[config.mk]
export PLATFORM = sky130hd
export DESIGN_NAME = hashed_identifier_generator_core
export DESIGN_NICKNAME = d
export VERILOG_FILES = /design/src/design/hid_pkg.sv /design/src/design/hashed_identifier_generator_core.sv /design/src/design/hid_fold.sv /design/src/design/hid_cfg.sv
export SDC_FILE = /design/constraint.sdc
export NUM_CORES = 1
export LEC_CHECK = 0
export BUFFER_PORTS_ARGS = -buffer_cell sky130_fd_sc_hd__buf_2
export CAP_MARGIN = 40
export CORE_MARGIN = 2
export CORE_UTILIZATION = 60
export CTS_CLUSTER_SIZE = 25
export DETAILED_ROUTE_END_ITERATION = 6
export GPL_TIMING_DRIVEN = 0
export PLACE_DENSITY = 0.78
export REMOVE_ABC_BUFFERS = 1
export SLEW_MARGIN = 20
export SYNTH_ARGS = -nofsm -noshare
export SYNTH_HDL_FRONTEND = slang
export SYNTH_SLANG_ARGS = --single-unit
[constraint.sdc]
create_clock -name i_clk -period 15.8 [get_ports i_clk]
set_clock_uncertainty 0.15 [all_clocks]
set_input_delay 1.58 -clock i_clk [delete_from_list [all_inputs] [get_ports i_clk]]
set_output_delay 1.58 -clock i_clk [all_outputs]
set_load 0.01 [all_outputs]
[src/design/hid_pkg.sv]
package hid_pkg;

    localparam int TEXT_LIMIT_DEF  = 256;
    localparam int MAX_SYMBOLS_DEF = 26;

    localparam int HASH_W  = 64;
    localparam int BYTE_W  = 8;
    localparam int SYM_W   = 5;
    localparam int PADDR_W = 3;
    localparam int PDATA_W = 32;

    // 128-bit stream plus two zero pad bits so the final symbol reads cleanly
    localparam int SHIFT_W = 2 * HASH_W + 2;

    localparam logic [HASH_W-1:0] HASH_BASIS = 64'hCBF2_9CE4_8422_2325;
    // FNV-64 prime = 2^40 + 0x1B3
    localparam int                PRIME_SHIFT = 40;
    localparam logic [8:0]        PRIME_LO    = 9'h1B3;

    localparam logic [SYM_W-1:0]  ID_LENGTH_RESET = 5'd8;

    // register index carried by paddr[2]
    localparam logic              REG_ID_LENGTH = 1'b0;

    typedef enum logic [2:0] {
        S_IDLE,
        S_FOLD,
        S_REHASH,
        S_EMIT,
        S_ERROR
    } t_state;

    // byte order reversal: lowest byte ends up in the top position
    function automatic logic [HASH_W-1:0] byte_reverse(input logic [HASH_W-1:0] h);
        logic [HASH_W-1:0] r;
        r = '0;
        for (int i = 0; i < HASH_W / BYTE_W; i++) begin
            r[HASH_W-1-BYTE_W*i -: BYTE_W] = h[BYTE_W*i +: BYTE_W];
        end
        return r;
    endfunction

endpackage

[src/design/hashed_identifier_generator_core.sv]
// Hashed identifier generator.
// Input channel (i_in_valid / o_in_stall): one key-text byte per transaction,
// i_is_last on the final byte. Each byte is folded into a 64-bit FNV-1a hash
// by one shared fold unit (xor, then multiply by the prime) in the cycle after
// it is taken; o_in_stall is high while the sequencer is busy.
// On the last byte the eight bytes of the hash are rehashed through the same
// fold unit, one byte per cycle. The symbols then enter the output register,
// one per cycle while the output is not stalled, and the input is freed once
// the last symbol is loaded. Output channel (o_out_valid / i_out_stall):
// symbol, last_symbol and overflow_error. While i_out_stall holds a valid
// symbol, the output register holds and the sequencer waits; a new byte may
// be taken while the final symbol still waits.
// A text that reaches TEXT_LIMIT bytes yields one error transaction instead.
// id_length (APB register 0) sets symbols per identifier, clamped to
// 1..MAX_SYMBOLS; write it only while idle.
// Reset: hash returns to the offset basis, byte count and too-long flag clear,
// id_length becomes 8. No clearing pass; the block is ready right after reset.
module hashed_identifier_generator_core #(
    parameter int TEXT_LIMIT  = hid_pkg::TEXT_LIMIT_DEF,
    parameter int MAX_SYMBOLS = hid_pkg::MAX_SYMBOLS_DEF
) (
    input  logic                        i_clk,
    input  logic                        i_rst_n,
    input  logic                        i_in_valid,
    output logic                        o_in_stall,
    input  logic [hid_pkg::BYTE_W-1:0]  i_text_byte,
    input  logic                        i_is_last,
    output logic                        o_out_valid,
    input  logic                        i_out_stall,
    output logic [hid_pkg::SYM_W-1:0]   o_symbol,
    output logic                        o_last_symbol,
    output logic                        o_overflow_error,
    input  logic                        psel,
    input  logic                        penable,
    input  logic                        pwrite,
    input  logic [hid_pkg::PADDR_W-1:0] paddr,
    input  logic [hid_pkg::PDATA_W-1:0] pwdata,
    output logic [hid_pkg::PDATA_W-1:0] prdata,
    output logic                        pready
);
    import hid_pkg::*;

    localparam int CNT_W = $clog2(TEXT_LIMIT + 1);

    t_state              r_state, n_state;
    logic                r_out_valid, n_out_valid;
    logic [HASH_W-1:0]   r_hash, n_hash;
    logic [CNT_W-1:0]    r_count, n_count;
    logic                r_too_long, n_too_long;

    logic [BYTE_W-1:0]   r_byte, n_byte;
    logic                r_last, n_last;
    logic [HASH_W-1:0]   r_hash2, n_hash2;
    logic [2:0]          r_round, n_round;
    logic [SHIFT_W-1:0]  r_shift, n_shift;
    logic [SYM_W-1:0]    r_sym_cnt, n_sym_cnt;
    logic [SYM_W-1:0]    r_symbol, n_symbol;
    logic                r_last_symbol, n_last_symbol;
    logic                r_overflow_error, n_overflow_error;

    logic [SYM_W-1:0]    w_id_length;
    logic [SYM_W-1:0]    w_sym_total;
    logic                w_out_free;
    logic                w_final_sym;
    logic [BYTE_W-1:0]   w_rehash_byte;
    logic [HASH_W-1:0]   w_fold_hash;
    logic [BYTE_W-1:0]   w_fold_byte;
    logic [HASH_W-1:0]   w_fold_out;

    hid_cfg u_cfg (
        .i_clk       (i_clk),
        .i_rst_n     (i_rst_n),
        .psel        (psel),
        .penable     (penable),
        .pwrite      (pwrite),
        .paddr       (paddr),
        .pwdata      (pwdata),
        .prdata      (prdata),
        .pready      (pready),
        .o_id_length (w_id_length)
    );

    hid_fold u_fold (
        .i_hash (w_fold_hash),
        .i_byte (w_fold_byte),
        .o_hash (w_fold_out)
    );

    always_comb begin
        if (w_id_length == '0) begin
            w_sym_total = SYM_W'(1);
        end else if (w_id_length > SYM_W'(MAX_SYMBOLS)) begin
            w_sym_total = SYM_W'(MAX_SYMBOLS);
        end else begin
            w_sym_total = w_id_length;
        end
    end

    assign w_rehash_byte = r_hash[{r_round, 3'b000} +: BYTE_W];
    assign w_fold_hash   = (r_state == S_REHASH) ? r_hash2 : r_hash;
    assign w_fold_byte   = (r_state == S_REHASH) ? w_rehash_byte : r_byte;
    assign w_out_free    = !r_out_valid || !i_out_stall;
    assign w_final_sym   = (r_sym_cnt == w_sym_total - SYM_W'(1));

    assign o_in_stall       = (r_state != S_IDLE);
    assign o_out_valid      = r_out_valid;
    assign o_symbol         = r_symbol;
    assign o_last_symbol    = r_last_symbol;
    assign o_overflow_error = r_overflow_error;

    always_comb begin
        n_state          = r_state;
        n_out_valid      = r_out_valid;
        n_hash           = r_hash;
        n_count          = r_count;
        n_too_long       = r_too_long;
        n_byte           = r_byte;
        n_last           = r_last;
        n_hash2          = r_hash2;
        n_round          = r_round;
        n_shift          = r_shift;
        n_sym_cnt        = r_sym_cnt;
        n_symbol         = r_symbol;
        n_last_symbol    = r_last_symbol;
        n_overflow_error = r_overflow_error;

        if (r_out_valid && !i_out_stall) begin
            n_out_valid = 1'b0;
        end

        case (r_state)
            S_IDLE: begin
                if (i_in_valid) begin
                    n_byte  = i_text_byte;
                    n_last  = i_is_last;
                    n_state = S_FOLD;
                end
            end
            S_FOLD: begin
                // once too long, bytes are dropped until the last mark
                if (!r_too_long) begin
                    n_hash     = w_fold_out;
                    n_count    = r_count + CNT_W'(1);
                    n_too_long = (n_count == CNT_W'(TEXT_LIMIT));
                end
                if (!r_last) begin
                    n_state = S_IDLE;
                end else if (n_too_long) begin
                    n_state = S_ERROR;
                end else begin
                    n_hash2 = HASH_BASIS;
                    n_round = '0;
                    n_state = S_REHASH;
                end
            end
            S_REHASH: begin
                n_hash2 = w_fold_out;
                n_round = r_round + 3'd1;
                if (r_round == 3'd7) begin
                    n_shift    = {byte_reverse(r_hash), byte_reverse(w_fold_out), 2'b00};
                    n_sym_cnt  = '0;
                    n_hash     = HASH_BASIS;
                    n_count    = '0;
                    n_too_long = 1'b0;
                    n_state    = S_EMIT;
                end
            end
            S_EMIT: begin
                if (w_out_free) begin
                    n_out_valid      = 1'b1;
                    n_symbol         = r_shift[SHIFT_W-1 -: SYM_W];
                    n_last_symbol    = w_final_sym;
                    n_overflow_error = 1'b0;
                    n_shift          = {r_shift[SHIFT_W-SYM_W-1:0], {SYM_W{1'b0}}};
                    n_sym_cnt        = r_sym_cnt + SYM_W'(1);
                    if (w_final_sym) begin
                        n_state = S_IDLE;
                    end
                end
            end
            S_ERROR: begin
                if (w_out_free) begin
                    n_out_valid      = 1'b1;
                    n_symbol         = '0;
                    n_last_symbol    = 1'b1;
                    n_overflow_error = 1'b1;
                    n_hash           = HASH_BASIS;
                    n_count          = '0;
                    n_too_long       = 1'b0;
                    n_state          = S_IDLE;
                end
            end
            default: begin
                n_state = S_IDLE;
            end
        endcase
    end

    always_ff @(posedge i_clk) begin
        if (!i_rst_n) begin
            r_state     <= S_IDLE;
            r_out_valid <= 1'b0;
            r_hash      <= HASH_BASIS;
            r_count     <= '0;
            r_too_long  <= 1'b0;
        end else begin
            r_state     <= n_state;
            r_out_valid <= n_out_valid;
            r_hash      <= n_hash;
            r_count     <= n_count;
            r_too_long  <= n_too_long;
        end
    end

    always_ff @(posedge i_clk) begin
        r_byte           <= n_byte;
        r_last           <= n_last;
        r_hash2          <= n_hash2;
        r_round          <= n_round;
        r_shift          <= n_shift;
        r_sym_cnt        <= n_sym_cnt;
        r_symbol         <= n_symbol;
        r_last_symbol    <= n_last_symbol;
        r_overflow_error <= n_overflow_error;
    end

    a_too_long_matches_count: assert property (@(posedge i_clk) disable iff (!i_rst_n)
        r_too_long == (r_count == CNT_W'(TEXT_LIMIT)))
        else $error("too_long flag out of step with byte count");

    a_count_bounded: assert property (@(posedge i_clk) disable iff (!i_rst_n)
        r_count <= CNT_W'(TEXT_LIMIT))
        else $error("byte count past limit");

    a_emit_in_range: assert property (@(posedge i_clk) disable iff (!i_rst_n)
        (r_state == S_EMIT) |-> (r_sym_cnt < w_sym_total))
        else $error("symbol counter past identifier length");

    a_rehash_to_emit: assert property (@(posedge i_clk) disable iff (!i_rst_n)
        (r_state == S_REHASH && r_round == 3'd7) |=> (r_state == S_EMIT))
        else $error("rehash did not hand over to emission");

    a_error_shape: assert property (@(posedge i_clk) disable iff (!i_rst_n)
        (r_out_valid && r_overflow_error) |-> (r_last_symbol && r_symbol == '0))
        else $error("malformed overflow transaction");

endmodule

[src/design/hid_fold.sv]
module hid_fold (
    input  logic [hid_pkg::HASH_W-1:0] i_hash,
    input  logic [hid_pkg::BYTE_W-1:0] i_byte,
    output logic [hid_pkg::HASH_W-1:0] o_hash
);
    import hid_pkg::*;

    logic [HASH_W-1:0]   w_x;
    logic [HASH_W+8:0]   w_prod;

    assign w_x    = i_hash ^ {{(HASH_W-BYTE_W){1'b0}}, i_byte};
    // x * prime mod 2^64 = x * 0x1B3 + (x << 40)
    assign w_prod = (HASH_W+9)'(w_x) * (HASH_W+9)'(PRIME_LO);
    assign o_hash = w_prod[HASH_W-1:0]
                  + {w_x[HASH_W-PRIME_SHIFT-1:0], {PRIME_SHIFT{1'b0}}};

endmodule

[src/design/hid_cfg.sv]
module hid_cfg (
    input  logic                        i_clk,
    input  logic                        i_rst_n,
    input  logic                        psel,
    input  logic                        penable,
    input  logic                        pwrite,
    input  logic [hid_pkg::PADDR_W-1:0] paddr,
    input  logic [hid_pkg::PDATA_W-1:0] pwdata,
    output logic [hid_pkg::PDATA_W-1:0] prdata,
    output logic                        pready,
    output logic [hid_pkg::SYM_W-1:0]   o_id_length
);
    import hid_pkg::*;

    logic [SYM_W-1:0] r_id_length;
    logic             w_hit;

    assign w_hit       = (paddr[2] == REG_ID_LENGTH);
    assign pready      = 1'b1;
    assign prdata      = w_hit ? {{(PDATA_W-SYM_W){1'b0}}, r_id_length} : '0;
    assign o_id_length = r_id_length;

    always_ff @(posedge i_clk) begin
        if (!i_rst_n) begin
            r_id_length <= ID_LENGTH_RESET;
        end else if (psel && penable && pwrite && pready && w_hit) begin
            r_id_length <= pwdata[SYM_W-1:0];
        end
    end

endmodule
Word-level counts from Yosys, hierarchy flattened
Cells that the tools add are included.
{ "op_classes": {"n_addsub": 5, "n_mul": 1, "order_cmp": 1, "eq_ne": 15, "n_shift": 1, "muxes": 48, "bitwise_logic": 2, "n_reduce_logical": 22} }
{ "ops": {"columns": ["op", "n"], "rows": [
  ["64-bit 2-to-1 mux", 6],
  ["130-bit 2-to-1 mux", 2],
  ["130-bit one-hot mux with 2 select lines", 1],
  ["64-bit one-hot mux with 3 select lines", 1],
  ["64-bit one-hot mux with 2 select lines", 1],
  ["64-bit adder", 1],
  ["64-bit by 9-bit multiplier with 64-bit output (second input constant)", 1],
  ["64-bit by 7-bit indexed part select with 8-bit output", 1],
  ["64-bit by 8-bit XOR with 64-bit output", 1],
  ["5-bit 2-to-1 mux", 7],
  ["3-bit 2-to-1 mux", 9],
  ["9-bit 2-to-1 mux", 3],
  ["9-bit one-hot mux with 3 select lines", 1],
  ["5-bit one-hot mux with 2 select lines", 2],
  ["3-bit one-hot mux with 5 select lines", 1],
  ["2-bit != test (second input constant)", 7],
  ["3-bit AND reduction", 4],
  ["9-bit by 1-bit adder with 9-bit output (second input constant)", 1],
  ["9-bit == test (second input constant)", 1],
  ["1-bit 2-to-1 mux", 9],
  ["8-bit 2-to-1 mux", 1],
  ["3-bit by 2-bit == test with 1-bit output (second input constant)", 2],
  ["3-bit == test (second input constant)", 2],
  ["3-bit one-hot mux with 2 select lines", 1],
  ["21 further kinds", 29]
]} }
{ "word_totals": {"reg_bits": 301, "output_inout_bits": 42, "wordCells": 110} }

Longest topological paths before layout
Gate-level depths: netlist of the first run.
{ "logic_depth": {"depth_word": 8, "ltp_mapped": 29, "ltp_nobuf": 24} }

Hierarchy
Synthesis of the first run repeated with hierarchy kept, for this count alone.
{ "hier_totals": {"cells_unflattened": 2829, "area_unflattened_um2": 25633.3} }
{ "by_module_without_submodules": {"columns": ["mod", "n_inst", "cells_per_inst", "area_each_um2", "seq_area_each_um2"], "rows": [
  ["hashed_identifier_generator_core", 1, 1383, 13262.7, 8047.7],
  ["hid_fold", 1, 1388, 11891.4, 0.0],
  ["hid_cfg", 1, 58, 479.2, 100.1]
]} }

Worst setup path after synthesis of the first run
OpenSTA, ideal clock, no wires.
{ "synth_timing": {"path_kind": "in2reg", "from": "input port i_out_stall", "to": "register r_shift[100], enable pin", "arrival_ns": 11.048, "path_slack_ns": 3.793, "cell_stages": 2, "path_cell_list": "and2_1 -> o21ai_0"} }
{ "synth_via": {"elab_chain_len": 4} }
{ "synth_rtl": {"columns": ["element", "line", "text"], "rows": [
  ["start: declaration", "hashed_identifier_generator_core.sv:29", "input logic i_out_stall,"],
  ["1-bit zero test", "hashed_identifier_generator_core.sv:102", "assign w_out_free = !r_out_valid || !i_out_stall;"],
  ["1-bit logical OR", "hashed_identifier_generator_core.sv:102", null],
  ["2-bit != test (no source line)", null, null],
  ["3-bit AND reduction (no source line)", null, null],
  ["end signal: assignment", "hashed_identifier_generator_core.sv:220", "r_shift <= n_shift;"],
  ["end: declaration", "hashed_identifier_generator_core.sv:55", "logic [SHIFT_W-1:0] r_shift, n_shift;"]
]} }
Every way passes these cells.
A chain may end at the register's enable or synchronous reset.

Final worst setup path of the first run
{ "layout_timing": {"from": "register r_round[0]", "to": "register r_shift[17] (data pin)"} }
{ "layout_via": {"elab_chain_len": 7} }
{ "layout_rtl": {"columns": ["element", "line", "text"], "rows": [
  ["start: declaration", "hashed_identifier_generator_core.sv:54", "logic [2:0] r_round, n_round;"],
  ["start signal: assignment", "hashed_identifier_generator_core.sv:219", "r_round <= n_round;"],
  ["64-bit by 7-bit indexed part select with 8-bit output (*)", "hashed_identifier_generator_core.sv:99", "assign w_rehash_byte = r_hash[{r_round, 3'b000} +: BYTE_W];"],
  ["8-bit 2-to-1 mux (*)", "hashed_identifier_generator_core.sv:101", "assign w_fold_byte = (r_state == S_REHASH) ? w_rehash_byte : r_byte;"],
  ["64-bit by 8-bit XOR with 64-bit output (*)", "hid_fold.sv:11", "assign w_x = i_hash ^ {{(HASH_W-BYTE_W){1'b0}}, i_byte};"],
  ["64-bit by 9-bit multiplier with 64-bit output", "hid_fold.sv:13", "assign w_prod = (HASH_W+9)'(w_x) * (HASH_W+9)'(PRIME_LO);"],
  ["64-bit adder (*)", "hid_fold.sv:15", "+ {w_x[HASH_W-PRIME_SHIFT-1:0], {PRIME_SHIFT{1'b0}}};"],
  ["130-bit 2-to-1 mux (*)", "hashed_identifier_generator_core.sv:159", "if (r_round == 3'd7) begin"],
  ["130-bit one-hot mux with 2 select lines (*)", "hashed_identifier_generator_core.sv:131", "case (r_state)"],
  ["via n_shift[17]", "hashed_identifier_generator_core.sv:55", null]
]} }
Mark *: on every way through the listed nets, which the timed path passes. The rest lies on a longest branch. The select of a mux whose other input is x is not followed.

==> summary.md, run 1 <==
| Metric | Value |
|---|---|
| Placer congestion estimate | 0.908 |
| Latest clock arrival within the worst-skew pair | 560 ps |
| # DRC | 0 |
| Max-Cap Viols | 0 |
| Synth top area share | 26.4% |
| Top Family by Delay on Critical Path | compound AO/OA/AOI/OAI gates |
| Postcts setup bufs | 0 |
| Mapped Area | 0.0246 mm^2 |
| 1st-iter DRT viols | 2123 |
| Minimum clock period | 8750 ps |
| Syn Inst Count | 2589 |
| CP max stage cell | edfxtp_1 |
| Hold crit path type | flop to flop |
| CP endpoint kind | flop |
| Worst-Margin Slew | 815 ps |
| Most numerous cell in the Yosys netlist | nand2_1 |
| Critical Path Source Type | flop |
| Final hold vios | 0 |
| IO Port Bufs | 35 |
| Worst-case clock buffer depth | 3 |
| Critical path's most frequent cell | ha_1 |
| Rel. slew slack | 44.1% |
| Worst-path maximum fanout | 11 |
| Grt total ovfl | 0 |
| Vias/cell | 5.84 |
| Hold Buf Count CTS | 0 |
| Required @ worst endpoint | 15930 ps |
| Area delta synth->final | 7.64% |
| Final period util | 55.4% |
| Drt pass-1 iters | 5 |
| Die width | 206 um |
| Initial Util | 60.5% |
| Syn_area_per_cell | 9.50 um^2 |
| Root buffer cell | clkbuf_16 |
| Top cells by area, synth | edfxtp_1, fa_1, ha_1, nand2_1, dfxtp_1 |
| Routed Antenna Nets | 0 |
| Vias | 18300 |
| First-pass GRT wire length | 100000 um |
| Final Non-Filler Cells | 3131 |
| Post-synthesis compound-gate area fraction | 9.46% |
| Clk sinks | 299 |
| Routed wire per std cell | 20.7 um |
| Filler cell count | 3144 |
| Nets | 3043 |
| DP Cell Count | 3078 |
| Main combinational cell family by area after synthesis | adder cells |
| Dpl hpwl | 51600 um |
| Register area share after synthesis | 33.1% |
| Simple-gate share of the synthesized area | 14.1% |
| Slew Limit Fails | 0 |
| RSZ-0062 raised after global routing | no |
| Height of the chip | 206 um |
| Initial antenna violation count | 0 |
| CTS resizes | 0 |
| Share of layout cells above drive strength 1 | 5.96% |
| Status | completed |
| CP bufs+invs | 2 |
| Slowest stage delay, CP | 740 ps |
| Post-synth top cells | nand2_1, inv_1, fa_1 |
| Pre-CTS WS | 7110 ps |
| Post-synth EDFFs | 216 |
| Ys flop type | edfxtp_1 |
| Num ports | 93 |
| CTS tree | built |
| CTS Buf Count | 29 |
| Async S/R FF share, synth | 0% |
| Mux cell area share after synthesis | 2.63% |
| Antenna cell count | 0 |
| Synth area leader | edfxtp_1 |
| Vias in the first global route | 18200 |
| DRT Wirelength | 64900 um |
| Final setup vio count | 0 |
| GRT Total Usage | 31.0% |
| Worst setup margin | 7050 ps |
| Synth Area in Adders | 28.1% |
| Full die area | 0.0426 mm^2 |
| #FFs+latches synth | 299 |
| Warnings from Yosys | 0 |
| Core Box Area | 0.0406 mm^2 |
| Largest net degree at the start of global routing | 58 |
| Yosys cell types | 71 |
| Synth Area in XOR/XNOR | 4.13% |
| Worst EP arrival | 8880 ps |
| Fmax | 0.114 GHz |
| H-tree levels | 1 |
| CP Class | flop to flop |
| Worst-path clk slew | 70 ps |
| FP Rows | 74 |
area by class of cell:
cell class	instances	area, um^2	share of cell area, %
Clock buffer	40	777	2.93
Clock inverter	13	123	0.463
Inverter	382	1430	5.42
Multi-Input combinational cell	1798	14600	55.0
Sequential cell	299	8150	30.8
Tap cell	532	666	2.51
Timing Repair Buffer	67	762	2.88
worst reg2reg max path, cell delays in order (launching register included):
cell and delay (ps):
edfxtp_1 740, buf_8 240, mux4_2 560, mux2i_1 270
xor2_1 120, nand2_1 110, a21boi_2 660, nand2_1 230
xor2_1 340, inv_1 160, ha_1 220, or2_2 310
fa_1 520, fa_1 440, ha_1 300, ha_1 330
and3_1 200, a221oi_1 580, o31a_1 290, a211oi_2 160
a31oi_1 390, o21ai_1 190, a211oi_1 220, o21ai_0 140
xnor2_1 460, o21ai_0 150
through the flow:
| step | cell area [um^2] | TNS [ps] | hold slack, ps | util (%) |
|---|---|---|---|---|
| floorplan | 24100 | 0 | 288 | - |
| global placement | 24900 | -65090 | 306 | 61.3 |
| detailed placement | 25600 | 0 | 317 | 62.9 |
| CTS | 26500 | 0 | 329 | 65.1 |
| global route | 26500 | 0 | 358 | 65.1 |
| finish | 26500 | 0 | 327 | 65.1 |
path summary, 6_finish.rpt:
path	slack, ps	cells after the start	end	startpoint
max	7050	25	r_shift[17]	r_round[0]
min	330	1	r_count[8]	r_count[8]
max reg2reg	7050	25	r_shift[17]	r_round[0]
min reg2reg	330	1	r_count[8]	r_count[8]
kinds of logic after synthesis:
| family | after synthesis |
|---|---|
| mux | 44 |
| fa+ha+maj | 415 |
| compound gates | 376 |
| buf+inv | 518 |
| other cells | 2 |
| simple gates | 819 |
| xor+xnor | 116 |
| flops | 299 |
sequential cells by signal (all words and copies together), names as in the netlist, 3 cells and up:
signal	cells
r_hash	64
r_hash2	64
r_state	3
r_count	9
r_shift	128
o_symbol	5
r_sym_cnt	5
r_byte	8
u_cfg.o_id_length	5
r_round	3
routing by layer:
layer  track usage [%]  share of wire (%)
met3              5.33                9.2
met1              42.6                 41
met5                 0                  0
met4              13.8                5.2
met2              48.4                 45
placed cells by master, fill, tap and decap left out, types with 37 or more instances in the layout:
cell,n
a21o_1,41
nor2_1,90
dfxtp_1,83
xor2_1,50
nand2_1,560
fa_1,230
and2_1,46
xnor2_1,66
o21ai_0,131
buf_2,37
inv_1,382
ha_1,185
edfxtp_1,216
a21oi_1,76
Power of run 1 is left out: the tool's default activity adds up to more than one toggle a clock period on the data nets, which glitch-free logic cannot reach.
==> run 2, diff against run 1 <==
--- a/config.mk
+++ b/config.mk
@@ -8,7 +8,7 @@
 export BUFFER_PORTS_ARGS = -buffer_cell sky130_fd_sc_hd__buf_2
 export CAP_MARGIN = 40
 export CORE_MARGIN = 2
-export CORE_UTILIZATION = 60
+export CORE_UTILIZATION = 58
 export CTS_CLUSTER_SIZE = 25
 export DETAILED_ROUTE_END_ITERATION = 6
 export GPL_TIMING_DRIVEN = 0
==> constraint.sdc (replaced) <==
create_clock -name i_clk -period 7.5 [get_ports i_clk]
set_clock_uncertainty 0.15 [all_clocks]
set_input_delay 0.75 -clock i_clk [delete_from_list [all_inputs] [get_ports i_clk]]
set_output_delay 0.75 -clock i_clk [all_outputs]
set_load 0.01 [all_outputs]
==> run 2 against run 1 <==
Compared with the run above:
- utilization is 0.24 points higher
- sequential share of layout area is 1.0 points lower
- final cell count is 1.1% higher
- design area is 3.6% higher
- die area is 3.4% higher
- non-clock buffer count is 19 higher
- first-iteration DRC count is 5.8% higher
- flip-flop and latch count stayed put
- count of clock-buffer cells in the layout is 2 higher
- register-to-register slack worse by 6900 ps
- via count is 2.9% higher
- global-route usage is 0.33 points higher
- largest cell class unchanged
==> summary.md, run 2 (synthesis gave the netlist of run 1 again) <==
| Metric | Value |
|---|---|
| Status | completed (unchanged) |
| Critical Path Source Type | flop (unchanged) |
| Slew Limit Fails | 0 (unchanged) |
| Largest regs | r_shift: 128 flops, r_hash2: 64 flops, r_hash: 64 flops (unchanged) |
| Root buffer cell | clkbuf_16 (unchanged) |
| Largest net degree at the start of global routing | 70 (was 58) |
| Placer congestion estimate | 0.956 (was 0.908) |
| FP Rows | 75 (was 74) |
| Initial antenna violation count | 1 (was 0) |
| Grt total ovfl | 0 (unchanged) |
| First-pass GRT wire length | 107000 um (was 100000 um) |
| Final period util | 98.0% (was 55.4%) |
| Design area | 0.0274 mm^2 (was 0.0265 mm^2) |
| Full die area | 0.0441 mm^2 (was 0.0426 mm^2) |
| Dpl hpwl | 52000 um (was 51600 um) |
| Fmax | 0.136 GHz (was 0.114 GHz) |
| Vias in the first global route | 18800 (was 18200) |
| Drt pass-1 iters | 6 (was 5) |
| Clk sinks | 299 (unchanged) |
| Worst-path clk slew | 60 ps (was 70 ps) |
| Routed Antenna Nets | 0 (unchanged) |
| Worst-Margin Slew | 866 ps (was 815 ps) |
| Rel. slew slack | 42.1% (was 44.1%) |
| H-tree levels | 1 (unchanged) |
| Setup TNS | 0 ps (unchanged) |
| Critical Path Start | r_round[1] (was r_round[0]) |
| M1 WL | 27100 um (was 26600 um) |
| Final hold vios | 0 (unchanged) |
| Die width | 210 um (was 206 um) |
| Vias | 18800 (was 18300) |
| Final hold slack | 222 ps (was 327 ps) |
| CTS tree | built (unchanged) |
| Latest clock arrival within the worst-skew pair | 570 ps (was 560 ps) |
| R2R cell count | 24 (was 25) |
| GRT Total Usage | 31.3% (was 31.0%) |
| Largest Register | r_shift (unchanged) |
| Reg-to-reg slack, setup | 150 ps (was 7050 ps) |
| 1st-iter DRT viols | 2246 (was 2123) |
| Minimum clock period | 7350 ps (was 8750 ps) |
| Vias/cell | 5.95 (was 5.84) |
| Share of layout cells above drive strength 1 | 9.38% (was 5.96%) |
| Hold crit path type | input pin to flop (was flop to flop) |
| DRT Wirelength | 68600 um (was 64900 um) |
| Met3 Wirelength | 6570 um (was 5960 um) |
| Worst EP arrival | 7500 ps (was 8880 ps) |
| Height of the chip | 210 um (was 206 um) |
| Post-Place Cell Area | 0.0257 mm^2 (was 0.0256 mm^2) |
| IO Port Bufs | 35 (unchanged) |
| Filler cell count | 3154 (was 3144) |
| Pre-CTS WS | -1290 ps (was 7110 ps) |
| Core Box Area | 0.0419 mm^2 (was 0.0406 mm^2) |
| Worst-path maximum fanout | 7 (was 11) |
| Required @ worst endpoint | 7660 ps (was 15930 ps) |
| Final setup vio count | 0 (unchanged) |
| Worst-case clock buffer depth | 3 (unchanged) |
| # DRC | 0 (unchanged) |
| Commonest non-fill, non-tap cell in the layout | nand2_1 (unchanged) |
| Routed wire per std cell | 21.7 um (was 20.7 um) |
| Crit-path cells | buf_12, buf_4, mux4_2, mux2i_1, xnor2_1, a21oi_4, inv_1, ha_1, xor2_1, xor2_1, fa_1, fa_1, ha_1, ha_2, and3_1, a221oi_4, o31a_1, a211oi_4, a31oi_4, o211ai_1, nand2_1, a31oi_4, xnor2_2, a21oi_1 |
| Routed wl met2 | 31400 um (was 28900 um) |
| Critical path capture point | r_shift[9] (was r_shift[17]) |
| Initial Util | 58.6% (was 60.5%) |
| CP endpoint kind | flop (unchanged) |
| Reg2reg end | r_shift[9] (was r_shift[17]) |
| Nets | 3065 (was 3043) |
| Commonest cells after routing, fill and taps aside | nand2_1, inv_1, fa_1, edfxtp_1, ha_1 (unchanged) |
| CTS Buf Count | 31 (was 29) |
| Worst r2r src | r_round[1] (was r_round[0]) |
| CP max stage cell | mux4_2 (was edfxtp_1) |
| Worst setup margin | 152 ps (was 7050 ps) |
| CP Class | flop to flop (unchanged) |
| Max reg flops | 128 (unchanged) |
| Slowest stage delay, CP | 540 ps (was 740 ps) |
| Num ports | 93 (unchanged) |
| Max Used Layer | met4 (unchanged) |
| Area delta synth->final | 11.5% (was 7.64%) |
| Max-Cap Viols | 0 (unchanged) |
-- run 2: changes by cell type in the layout (fill, tap and decap cells not counted), sizes merged --
| cell | before | now |
|---|---|---|
| inv | 383 | 385 |
| clkinvlp | 2 | 3 |
| diode | 0 | 2 |
| bufinv | 2 | 3 |
| clkinv | 8 | 7 |
| nor2b | 26 | 27 |
| buf | 67 | 84 |
| clkbuf | 40 | 44 |
-- run 2: critical path: cells and delay by family, from the launching register on --
kind            cells  cell delay, ps
compound gates      8            2110
fa+ha+maj           5            1990
xor+xnor            4             940
mux                 2             740
simple gates        2             400
flops               1             380
buf+inv             3             380
-- run 2: worst min-delay path by stage --
stage	startpoint	to	slack, ps	cells after the start
final	i_text_byte[5]	r_byte[5]	220	1
after global routing	i_text_byte[5]	r_byte[5]	220	1
after CTS	i_text_byte[5]	r_byte[5]	220	1
after detailed placement	r_count[8]	r_count[8]	320	1
after global placement	r_count[8]	r_count[8]	310	1
after floorplan	r_count[8]	r_count[8]	290	1
-- run 2: layer usage --
metal | up-vias | GRT usage [%]
met1 | 9194 | 43.0
met4 | 0 | 13.2
li1 | 8397 | -
met5 | - | 0
met3 | 184 | 4.14
met2 | 1049 | 50.6
-- run 2: repair_timing --
item	4_1_cts	5_1_grt
buffers inserted	7	9
pin swaps	4	14
gates cloned	1	2
hold buffers	0	0
hold endpoints to repair	0	0
setup endpoints to repair	141	81
resized for setup	48	43
-- run 2: cell type report --
class	instances	area [um^2]	area share, %
multi-input cells	1799	15000	54.7
flip-flops and latches	299	8150	29.7
inverters	382	1430	5.23
repair buffers	86	1060	3.86
clock buffers	42	921	3.36
well taps	539	674	2.46
clock inverters	16	185	0.675
diodes	2	5.00	0.0182
-- run 2: stage by stage --
step | utilization [%] | std cells
floorplan | - | 2479
global placement | 59.4 | 3053
detailed placement | 61.2 | 3086
CTS | 64.6 | 3152
global route | 65.4 | 3164
finish | 65.4 | 3165
Power of run 2 is left out for the same reason.
